### src/hdl/ctsc_pkg.sv
// ----------------------------------------------------------------------------
// ctsc_pkg: shared types and constants of the clock time-set controller
// Event codes, edit modes, item structs and the binary to two-digit split.
// ----------------------------------------------------------------------------
package ctsc_pkg;

  localparam int unsigned DIGIT_BASE  = 10;
  localparam int unsigned HOUR_MOD    = 24;
  localparam int unsigned MINUTE_MOD  = 60;

  // Event codes carried in the kind field. Codes 6 and 7 are unused.
  typedef enum logic [2:0] {
    KIND_TICK  = 3'd0,
    KIND_UP    = 3'd1,
    KIND_DOWN  = 3'd2,
    KIND_SHORT = 3'd3,
    KIND_LONG  = 3'd4,
    KIND_BLINK = 3'd5
  } kind_t;

  typedef enum logic [1:0] {
    MODE_NORMAL = 2'd0,
    MODE_HOUR   = 2'd1,
    MODE_MINUTE = 2'd2,
    MODE_SECOND = 2'd3
  } mode_t;

  typedef struct packed {
    logic [2:0] kind;
    logic [4:0] rtc_hours;
    logic [5:0] rtc_minutes;
    logic [5:0] rtc_seconds;
  } event_item_t;

  typedef struct packed {
    logic [1:0] hour_tens;
    logic [3:0] hour_units;
    logic [2:0] minute_tens;
    logic [3:0] minute_units;
    logic [2:0] second_tens;
    logic [3:0] second_units;
  } digits_t;

  typedef struct packed {
    logic [1:0] hour_tens;
    logic [3:0] hour_units;
    logic [2:0] minute_tens;
    logic [3:0] minute_units;
    logic [2:0] second_tens;
    logic [3:0] second_units;
    mode_t      mode;
    logic       blink_on;
    logic       commit_pulse;
    logic       leave_screen;
  } result_item_t;

  typedef struct packed {
    mode_t   mode;
    digits_t digits;
    logic    skip_release;
    logic    blink_phase;
  } ctsc_state_t;

  // Splits a value below 64 into a tens digit (upper three bits) and a
  // units digit (lower four bits).
  function automatic logic [6:0] split_bcd(input logic [5:0] value);
    logic [2:0] tens;
    logic [5:0] rest;
    if (value >= 6'd60) begin
      tens = 3'd6;
    end else if (value >= 6'd50) begin
      tens = 3'd5;
    end else if (value >= 6'd40) begin
      tens = 3'd4;
    end else if (value >= 6'd30) begin
      tens = 3'd3;
    end else if (value >= 6'd20) begin
      tens = 3'd2;
    end else if (value >= 6'd10) begin
      tens = 3'd1;
    end else begin
      tens = 3'd0;
    end
    rest = value - 6'({3'b000, tens} * 6'(DIGIT_BASE));
    return {tens, rest[3:0]};
  endfunction

endpackage

### src/hdl/ctsc_field_step.sv
// ----------------------------------------------------------------------------
// ctsc_field_step: one step up or down of a two-digit time field
// Wraps modulo 24 for hours and modulo 60 for minutes and seconds.
// ----------------------------------------------------------------------------
module ctsc_field_step
  import ctsc_pkg::*;
(
  input  logic [2:0] tens,
  input  logic [3:0] units,
  input  logic       is_hour,
  input  logic       up,
  output logic [2:0] tens_next,
  output logic [3:0] units_next
);

  logic [6:0] value;
  logic [7:0] modulus;
  logic [7:0] sum;
  logic [7:0] reduced;
  logic [6:0] split;

  assign value   = 7'({4'b0000, tens} * 7'(DIGIT_BASE)) + {3'b000, units};
  assign modulus = is_hour ? 8'(HOUR_MOD) : 8'(MINUTE_MOD);

  // An out-of-range field loaded from the RTC can sit above the modulus,
  // so a down step may need two subtractions to come back into range.
  always_comb begin
    if (up) begin
      sum = {1'b0, value} + 8'd1;
    end else begin
      sum = {1'b0, value} + modulus - 8'd1;
    end
    if (sum >= {modulus[6:0], 1'b0}) begin
      reduced = sum - {modulus[6:0], 1'b0};
    end else if (sum >= modulus) begin
      reduced = sum - modulus;
    end else begin
      reduced = sum;
    end
  end

  assign split      = split_bcd(reduced[5:0]);
  assign tens_next  = split[6:4];
  assign units_next = split[3:0];

endmodule

### src/hdl/ctsc_update.sv
// ----------------------------------------------------------------------------
// ctsc_update: next state and result for one event
// Decodes the event against the current mode and builds the new state.
// ----------------------------------------------------------------------------
module ctsc_update
  import ctsc_pkg::*;
(
  input  event_item_t  item,
  input  ctsc_state_t  state,
  output ctsc_state_t  state_next,
  output result_item_t result
);

  mode_t      mode_next;
  logic [2:0] sel_tens;
  logic [3:0] sel_units;
  logic [2:0] step_tens;
  logic [3:0] step_units;
  logic [6:0] rtc_hour_split;
  logic [6:0] rtc_minute_split;
  logic [6:0] rtc_second_split;
  logic       commit;
  logic       leave;

  // Pick the field under edit for the shared step unit.
  always_comb begin
    unique case (state.mode)
      MODE_HOUR: begin
        sel_tens  = {1'b0, state.digits.hour_tens};
        sel_units = state.digits.hour_units;
      end
      MODE_MINUTE: begin
        sel_tens  = state.digits.minute_tens;
        sel_units = state.digits.minute_units;
      end
      default: begin
        sel_tens  = state.digits.second_tens;
        sel_units = state.digits.second_units;
      end
    endcase
  end

  ctsc_field_step u_step (
    .tens       (sel_tens),
    .units      (sel_units),
    .is_hour    (state.mode == MODE_HOUR),
    .up         (item.kind == KIND_UP),
    .tens_next  (step_tens),
    .units_next (step_units)
  );

  assign rtc_hour_split   = split_bcd({1'b0, item.rtc_hours});
  assign rtc_minute_split = split_bcd(item.rtc_minutes);
  assign rtc_second_split = split_bcd(item.rtc_seconds);

  // Mode transitions.
  always_comb begin
    mode_next = state.mode;
    unique case (item.kind)
      KIND_SHORT: begin
        if (!state.skip_release && state.mode != MODE_NORMAL) begin
          mode_next = (state.mode == MODE_SECOND) ? MODE_NORMAL : mode_t'(state.mode + 2'd1);
        end
      end
      KIND_LONG: begin
        mode_next = (state.mode == MODE_NORMAL) ? MODE_HOUR : MODE_NORMAL;
      end
      default: begin
        mode_next = state.mode;
      end
    endcase
  end

  // Digits, flags and pulses.
  always_comb begin
    state_next      = state;
    state_next.mode = mode_next;
    commit          = 1'b0;
    leave           = 1'b0;
    case (item.kind)
      KIND_TICK: begin
        if (state.mode == MODE_NORMAL) begin
          state_next.digits.hour_tens    = rtc_hour_split[5:4];
          state_next.digits.hour_units   = rtc_hour_split[3:0];
          state_next.digits.minute_tens  = rtc_minute_split[6:4];
          state_next.digits.minute_units = rtc_minute_split[3:0];
          state_next.digits.second_tens  = rtc_second_split[6:4];
          state_next.digits.second_units = rtc_second_split[3:0];
        end
      end
      KIND_UP, KIND_DOWN: begin
        case (state.mode)
          MODE_HOUR: begin
            state_next.digits.hour_tens  = step_tens[1:0];
            state_next.digits.hour_units = step_units;
          end
          MODE_MINUTE: begin
            state_next.digits.minute_tens  = step_tens;
            state_next.digits.minute_units = step_units;
          end
          MODE_SECOND: begin
            state_next.digits.second_tens  = step_tens;
            state_next.digits.second_units = step_units;
          end
          default: begin
          end
        endcase
      end
      KIND_SHORT: begin
        if (!state.skip_release) begin
          if (state.mode == MODE_NORMAL) begin
            leave = 1'b1;
          end else if (state.mode == MODE_SECOND) begin
            commit                 = 1'b1;
            state_next.blink_phase = 1'b0;
          end
        end
        state_next.skip_release = 1'b0;
      end
      KIND_LONG: begin
        state_next.skip_release = 1'b1;
      end
      KIND_BLINK: begin
        if (state.mode != MODE_NORMAL) begin
          state_next.blink_phase = ~state.blink_phase;
        end
      end
      default: begin
      end
    endcase
  end

  assign result.hour_tens    = state_next.digits.hour_tens;
  assign result.hour_units   = state_next.digits.hour_units;
  assign result.minute_tens  = state_next.digits.minute_tens;
  assign result.minute_units = state_next.digits.minute_units;
  assign result.second_tens  = state_next.digits.second_tens;
  assign result.second_units = state_next.digits.second_units;
  assign result.mode         = state_next.mode;
  assign result.blink_on     = state_next.blink_phase;
  assign result.commit_pulse = commit;
  assign result.leave_screen = leave;

endmodule

### src/hdl/clock_time_set_controller_core.sv
// ----------------------------------------------------------------------------
// clock_time_set_controller_core: button-driven time-setting controller
// Holds the edit mode, six display digits, blink phase and skip-release
// flag, and returns one result item for every event item.
// ----------------------------------------------------------------------------
//
//   Channel   Direction   Handshake                   Payload
//   event     in          event_valid / event_ready   event_item  (event_item_t)
//   result    out         result_valid / result_ready result_item (result_item_t)
//
// Every event item gives exactly one result item. An accepted event item
// waits in the input register; the update logic then writes both the
// state and the result register at the same edge. While the result side
// does not stall, a new item can be accepted every cycle.
// Reset returns to normal mode with all digits, blink and skip-release clear.
// A stalled result holds the input register; event_ready stays high while
// that register is empty or is moving on in the same cycle.
//
module clock_time_set_controller_core
  import ctsc_pkg::*;
(
  input  logic         clk,
  input  logic         rst,
  input  logic         event_valid,
  output logic         event_ready,
  input  event_item_t  event_item,
  output logic         result_valid,
  input  logic         result_ready,
  output result_item_t result_item
);

  // Input register: one event waiting for the update logic.
  event_item_t  hold;
  logic         full;
  logic         advance;

  // Controller state, written only when an item moves to the result register.
  ctsc_state_t  state;
  ctsc_state_t  state_next;
  result_item_t result_next;

  // The held item moves on when the result register is empty or is being
  // emptied in this same cycle.
  assign advance     = full && (!result_valid || result_ready);
  assign event_ready = !full || advance;

  ctsc_update u_update (
    .item       (hold),
    .state      (state),
    .state_next (state_next),
    .result     (result_next)
  );

  always_ff @(posedge clk) begin
    if (rst) begin
      full                      <= 1'b0;
      result_valid              <= 1'b0;
      state.mode                <= MODE_NORMAL;
      state.digits              <= '0;
      state.skip_release        <= 1'b0;
      state.blink_phase         <= 1'b0;
    end else begin
      if (event_valid && event_ready) begin
        full <= 1'b1;
      end else if (advance) begin
        full <= 1'b0;
      end
      if (advance) begin
        result_valid <= 1'b1;
        state        <= state_next;
      end else if (result_ready) begin
        result_valid <= 1'b0;
      end
    end
  end

  // Payload registers carry no reset.
  always_ff @(posedge clk) begin
    if (event_valid && event_ready) begin
      hold <= event_item;
    end
    if (advance) begin
      result_item <= result_next;
    end
  end

endmodule

### config.mk
export PLATFORM = sky130hd
export DESIGN_NAME = clock_time_set_controller_core
export DESIGN_NICKNAME = d
export VERILOG_FILES = /design/src/hdl/ctsc_pkg.sv /design/src/hdl/ctsc_field_step.sv /design/src/hdl/ctsc_update.sv /design/src/hdl/clock_time_set_controller_core.sv
export SDC_FILE = /design/constraint.sdc
export NUM_CORES = 1
export LEC_CHECK = 0
export ABC_AREA = 1
export BUFFER_PORTS_ARGS = -buffer_cell sky130_fd_sc_hd__buf_2
export CAP_MARGIN = 20
export CELL_PAD_IN_SITES_DETAIL_PLACEMENT = 1
export CELL_PAD_IN_SITES_GLOBAL_PLACEMENT = 1
export CORE_MARGIN = 5
export CORE_UTILIZATION = 30
export CTS_CLUSTER_DIAMETER = 60
export DETAILED_ROUTE_END_ITERATION = 6
export PLACE_DENSITY = 0.6
export SLEW_MARGIN = 5
export SYNTH_ARGS = -nofsm -noshare
export SYNTH_HDL_FRONTEND = slang
export SYNTH_SLANG_ARGS = --single-unit
### constraint.sdc
create_clock -name clk -period 11.36 [get_ports clk]
set_input_delay 0.568 -clock clk [delete_from_list [all_inputs] [get_ports clk]]
set_output_delay 0.568 -clock clk [all_outputs]
set_load 0.01 [all_outputs]
# Yosys cells after proc, flatten, opt, wreduce, memory -nomap -nowiden
# Index checks and enable logic that the tools add are counted.
word_totals:
  regBits: 71
  inputBits: 24
  out_inout_bits: 27
  word_cells: 146
classes:
  addsub: 11
  multipliers: 5
  magnitude_cmp: 26
  eq_ne: 8
  muxes: 51
  bitwise: 2
  reduce_logical: 18
ops:
  columns: ["op", "n"]
  rows:
  - ["$ge A6 B6 Y1 const B", 9]
  - ["$mux W3", 18]
  - ["$pmux W20 S2", 1]
  - ["$ge A6 B5 Y1 const B", 6]
  - ["$mux W6", 4]
  - ["$mux W20", 1]
  - ["$ge A5 B6 Y1 const B", 3]
  - ["$ge A6 B4 Y1 const B", 3]
  - ["$sub A4 B4 Y4", 4]
  - ["$mux W1", 15]
  - ["$mux W7", 2]
  - ["$mul A3 B3 Y3 const B", 4]
  - ["$sub A6 B6 Y6", 2]
  - ["$ge A5 B5 Y1 const B", 2]
  - ["$add A7 B1 Y8 const B", 1]
  - ["$add A7 B6 Y8", 1]
  - ["$ge A8 B6 Y1", 1]
  - ["$ge A8 B7 Y1", 1]
  - ["$mux W2", 4]
  - ["$mux W8", 1]
  - ["$pmux W4 S2", 1]
  - ["$reduce_bool A2 Y1", 4]
  - ["$sub A8 B1 Y8 const B", 1]
  - ["$add A7 B4 Y7", 1]
  - ["other kinds (20)", 31]

# Logic depth before layout (Yosys ltp)
depth:
  depth_word: 21
  ltp_mapped: 50
  mapped_depth_nobuf: 49

# Cells and area by module
# A second synthesis with hierarchy kept.
hier_totals:
  hier_cells: 762
  hier_area_um2: 5556.6
modules_own_cells:
  columns: ["module", "instances", "cells_per_inst", "area_each_um2", "seq_area_each_um2"]
  rows:
  - ["clock_time_set_controller_core", 1, 215, 2547.4, 1871.8]
  - ["ctsc_update", 1, 315, 1666.6, 0.0]
  - ["ctsc_field_step", 1, 232, 1342.5, 0.0]

# Worst setup path before layout
# No wires, ideal clock.
synth_timing:
  path_type: "register to register"
  from: "reg, netlist name state[23]"
  to: "reg result_item[8] (netlist bit) (data pin)"
  setup_time_ns: 0.256
  arrival_time_ns: 5.979
  t_required_ns: 11.104
  slack_ns: 5.125
  path_stages_with_launch: 46
  path_buffers: 1
  period_less_slack_ns: 6.235
  path_cell_list: "dfxtp_1 inv_1 ha_1 inv_1 clkbuf_1 o22ai_1 nand2_1 o21ai_0 ha_1 ha_1 inv_1 nor2_1 nand2_1 nand2_1 nand2_1 nand2_1 ha_1 ha_1 (+10 left out) nand2_2 nand2_1 nand2_1 nand2_1 nand2_1 nand2_1 nand2_1 nand2_2 nand2_4 inv_4 ha_1 fa_1 xnor2_1 nand3_1 nand3_1 nand2_1 o21ai_1 inv_1"
synth_lines:
  columns: ["item", "line", "source"]
  rows:
  - ["end signal: assignment", "clock_time_set_controller_core.sv:83", "result_item <= result_next;"]
  - ["end: declaration", "clock_time_set_controller_core.sv:29", "output result_item_t result_item"]

==> results_dict.tcl <==
set metrics [dict create \
    outcome "complete, no violations" \
    first_global_vias 4996 \
    finClkSkew_ns 0.00562 \
    power_mw 1.05 \
    crit_type "reg -> reg" \
    setup_viol 0 \
    ys_seq_area_frac 0.371 \
    post-route-period-util 0.658 \
    antenna_found_initial 0 \
    post_synth.cell_area_avg_sq_um 7.47 \
    power_density_mw_per_mm2 182 \
    r2r_slack_ns 3.88 \
    ys_seq_elements 71 \
    coreArea_sq_mm 0.0165 \
    max_stage_delay_ns 0.48 \
    synth_cell_types 43 \
    power.switching_mw 0.442 \
    switching_share 0.420 \
    startpoint_type "flip-flop" \
    clkTransAtPathRegs_ns 0.06 \
    relSlewSlack 0.507 \
    drc 0 \
    final_hold_viol_count 0 \
    critical_path.startpoint "state[23]$_SDFFE_PP0P_" \
    worstSkewPairLatency_ns 0.33 \
    rows 47 \
    layout_commonest_cell "nand2_1" \
    io_buffers 50 \
    cts_tree "built" \
    htree_levels 3 \
    cts_resized 0 \
    crit_path_end_kind "flip-flop" \
    cts_buffers 9 \
    dr.first_iter.drc_count 280 \
    final_core_util 0.350 \
    drt-vias-per-instance 4.96 \
    ys.warnings.count 0 \
    most-common-layout-cells "nand2_1, inv_1, nand3_1, a21oi_1, o21ai_0" \
    gr-total-overflow 0 \
    syn_nets 733 \
    cap_violations 0 \
    fmax_mhz 134 \
    gp_congestion 0.856 \
    r2r_end "state[18]$_SDFFE_PP0P_" \
    drt-pass1-iter-count 4 \
    vdd_drop_max_mv 0.0855 \
    drt-total-wl_mm 15.5 \
    crit_slowest_cell "inv_1" \
    cts_buffer_depth 2 \
    holdBufCountCts 0 \
    die_x_um 140 \
    die_h_um 140 \
    crit_cells 42 \
    path_buf_inv 7 \
    start_util 0.305 \
    n_antenna_cell 0 \
    postRouteAntennaNets 0 \
    grt_pass1_wl_mm 25.4 \
    nNetsFinal 782 \
    regToRegStartpoint "state[23]$_SDFFE_PP0P_" \
    r2r.worst_path.cells 42 \
    hp-class "in -> reg" \
    clkPwrFrac 0.242 \
    slew_violations 0 \
    rsz0062_at_grt "no" \
    cp.required_ns 11.60 \
    synth_area_sq_mm 0.00504 \
    grt_max_degree 38 \
    totalNegativeSetupSlack_ns 0 \
    crit_end "state[18]$_SDFFE_PP0P_" \
    dp_slack_ns 3.97 \
    p_comb_frac 0.470 \
    worst-path-max-fanout 14 \
    dp_hpwl_mm 12.2 \
    post_cts_buffers 0 \
    arrival_ns 7.72 \
    p_int_mw 0.609 \
    finalWorstSetupSlack_ns 3.88 \
    post_drt_wl_per_cell_um 16.3 \
    netlist_instances 675 \
    syn_to_final_growth_pct 14.7 \
    min_period_ns 7.48 \
    p_leak_nw 2.70 \
    io_pins 51 \
    drive_gt1_frac 0.140 \
    root_buffer "clkbuf_16" \
    worst_slew_pin_slew_ns 0.739 \
    cts_sinks 71 \
    seqPwrFrac 0.288 \
    crit_top_cell "nand2_1" \
    via_count 4703 \
    floorplan.die_area_sq_mm 0.0195 \
    cp_top_family "adder cells" \
    fillCellCount 2062 \
    gr-usage-all-layers 0.160 \
]
-- through the flow --
stage / hold WS, ns / std cells / instance area (sq um)
2_1_floorplan: 0.445 / 675 / 5040
3_3_place_gp: 0.461 / 933 / 5520
3_5_place_dp: 0.467 / 933 / 5520
4_1_cts: 0.405 / 949 / 5790
5_1_grt: 0.404 / 949 / 5790
6_report: 0.416 / 949 / 5790
-- metal layers --
layer  up-vias  track usage  wire length [um]  share of wire
li1       2346            -                 -              -
met1      2268        0.199              7020           0.45
met2        75        0.292              7830           0.50
met3        14       0.0213               451          0.029
met4         0       0.0428               209          0.013
met5         -            0                 0              0
-- registers in the layout, indices dropped and copies added, names as in the netlist --
signal / count
result_item: 25
state: 24
hold: 20
full: 1
result_valid: 1
-- cells in the mapped netlist (all sizes together) --
master	n	area [sq um]
a211o	1	8.76
a211oi	8	60.1
a21oi	56	280
a22oi	1	7.51
a31oi	1	6.26
a32oi	1	8.76
and2	1	6.26
buf	2	18.8
clkbuf	13	48.8
clkinv	5	18.8
dfxtp	26	521
edfxtp	45	1350
fa	5	100
ha	29	363
inv	111	422
nand2	142	591
nand3	59	310
nand3b	5	50.1
nand4	5	31.3
nor2	55	231
nor3	16	80.1
o211ai	4	30.0
o21ai	63	334
o21bai	3	22.5
o221ai	1	8.76
o22ai	2	12.5
o31ai	1	7.51
o32ai	2	17.5
or2	4	25.0
xnor2	2	17.5
xor2	6	52.6
-- worst register-to-register path: cells and delay by family, from the launching register on --
family                   cells  cell delay [ns]
flip-flops                   1             0.41
AO/OA/AOI/OAI                6             1.25
AND/OR/NAND/NOR             21             2.20
adder cells (fa/ha/maj)      8             2.43
buffers and inverters        7             1.11
-- worst min-delay path by stage --
stage,slack (ns),depth (start not counted),start,endpoint
finish,0.42,1,event_item[11],hold[11]$_DFFE_PP_
global placement,0.46,2,state[18]$_SDFFE_PP0P_,state[18]$_SDFFE_PP0P_
floorplan,0.45,2,state[11]$_SDFFE_PP0P_,state[11]$_SDFFE_PP0P_
CTS,0.40,1,event_item[7],hold[7]$_DFFE_PP_
global route,0.40,1,event_item[7],hold[7]$_DFFE_PP_
detailed placement,0.47,2,state[11]$_SDFFE_PP0P_,state[11]$_SDFFE_PP0P_
-- power by group through the flow --
stage               clock, mW  combinational [mW]  sequential [mW]
finish                  0.254               0.494            0.303
global route            0.272               0.558            0.304
CTS                     0.262               0.495            0.303
detailed placement          0               0.491            0.308
global placement            0               0.470            0.307
floorplan                   0               0.370            0.308
-- cells by family after synthesis --
family,synth area share
and+or+nand+nor,0.263
AOI/OAI and AO/OA,0.160
adders and majority gates,0.0918
xor gates and xnor gates,0.0139
buffers and inverters,0.101
DFF,0.371
-- cell type report --
cell class,instances,area [sq um],share of cell area
multi-input cells,473,2660,0.460
flip-flops and latches,71,1870,0.324
inverters,116,440,0.0761
well taps,220,275,0.0476
repair buffers,53,273,0.0471
clock buffers,14,254,0.0439
clock inverters,2,8.76,0.00151
No activity file was read; power rests on OpenSTA's default activity.
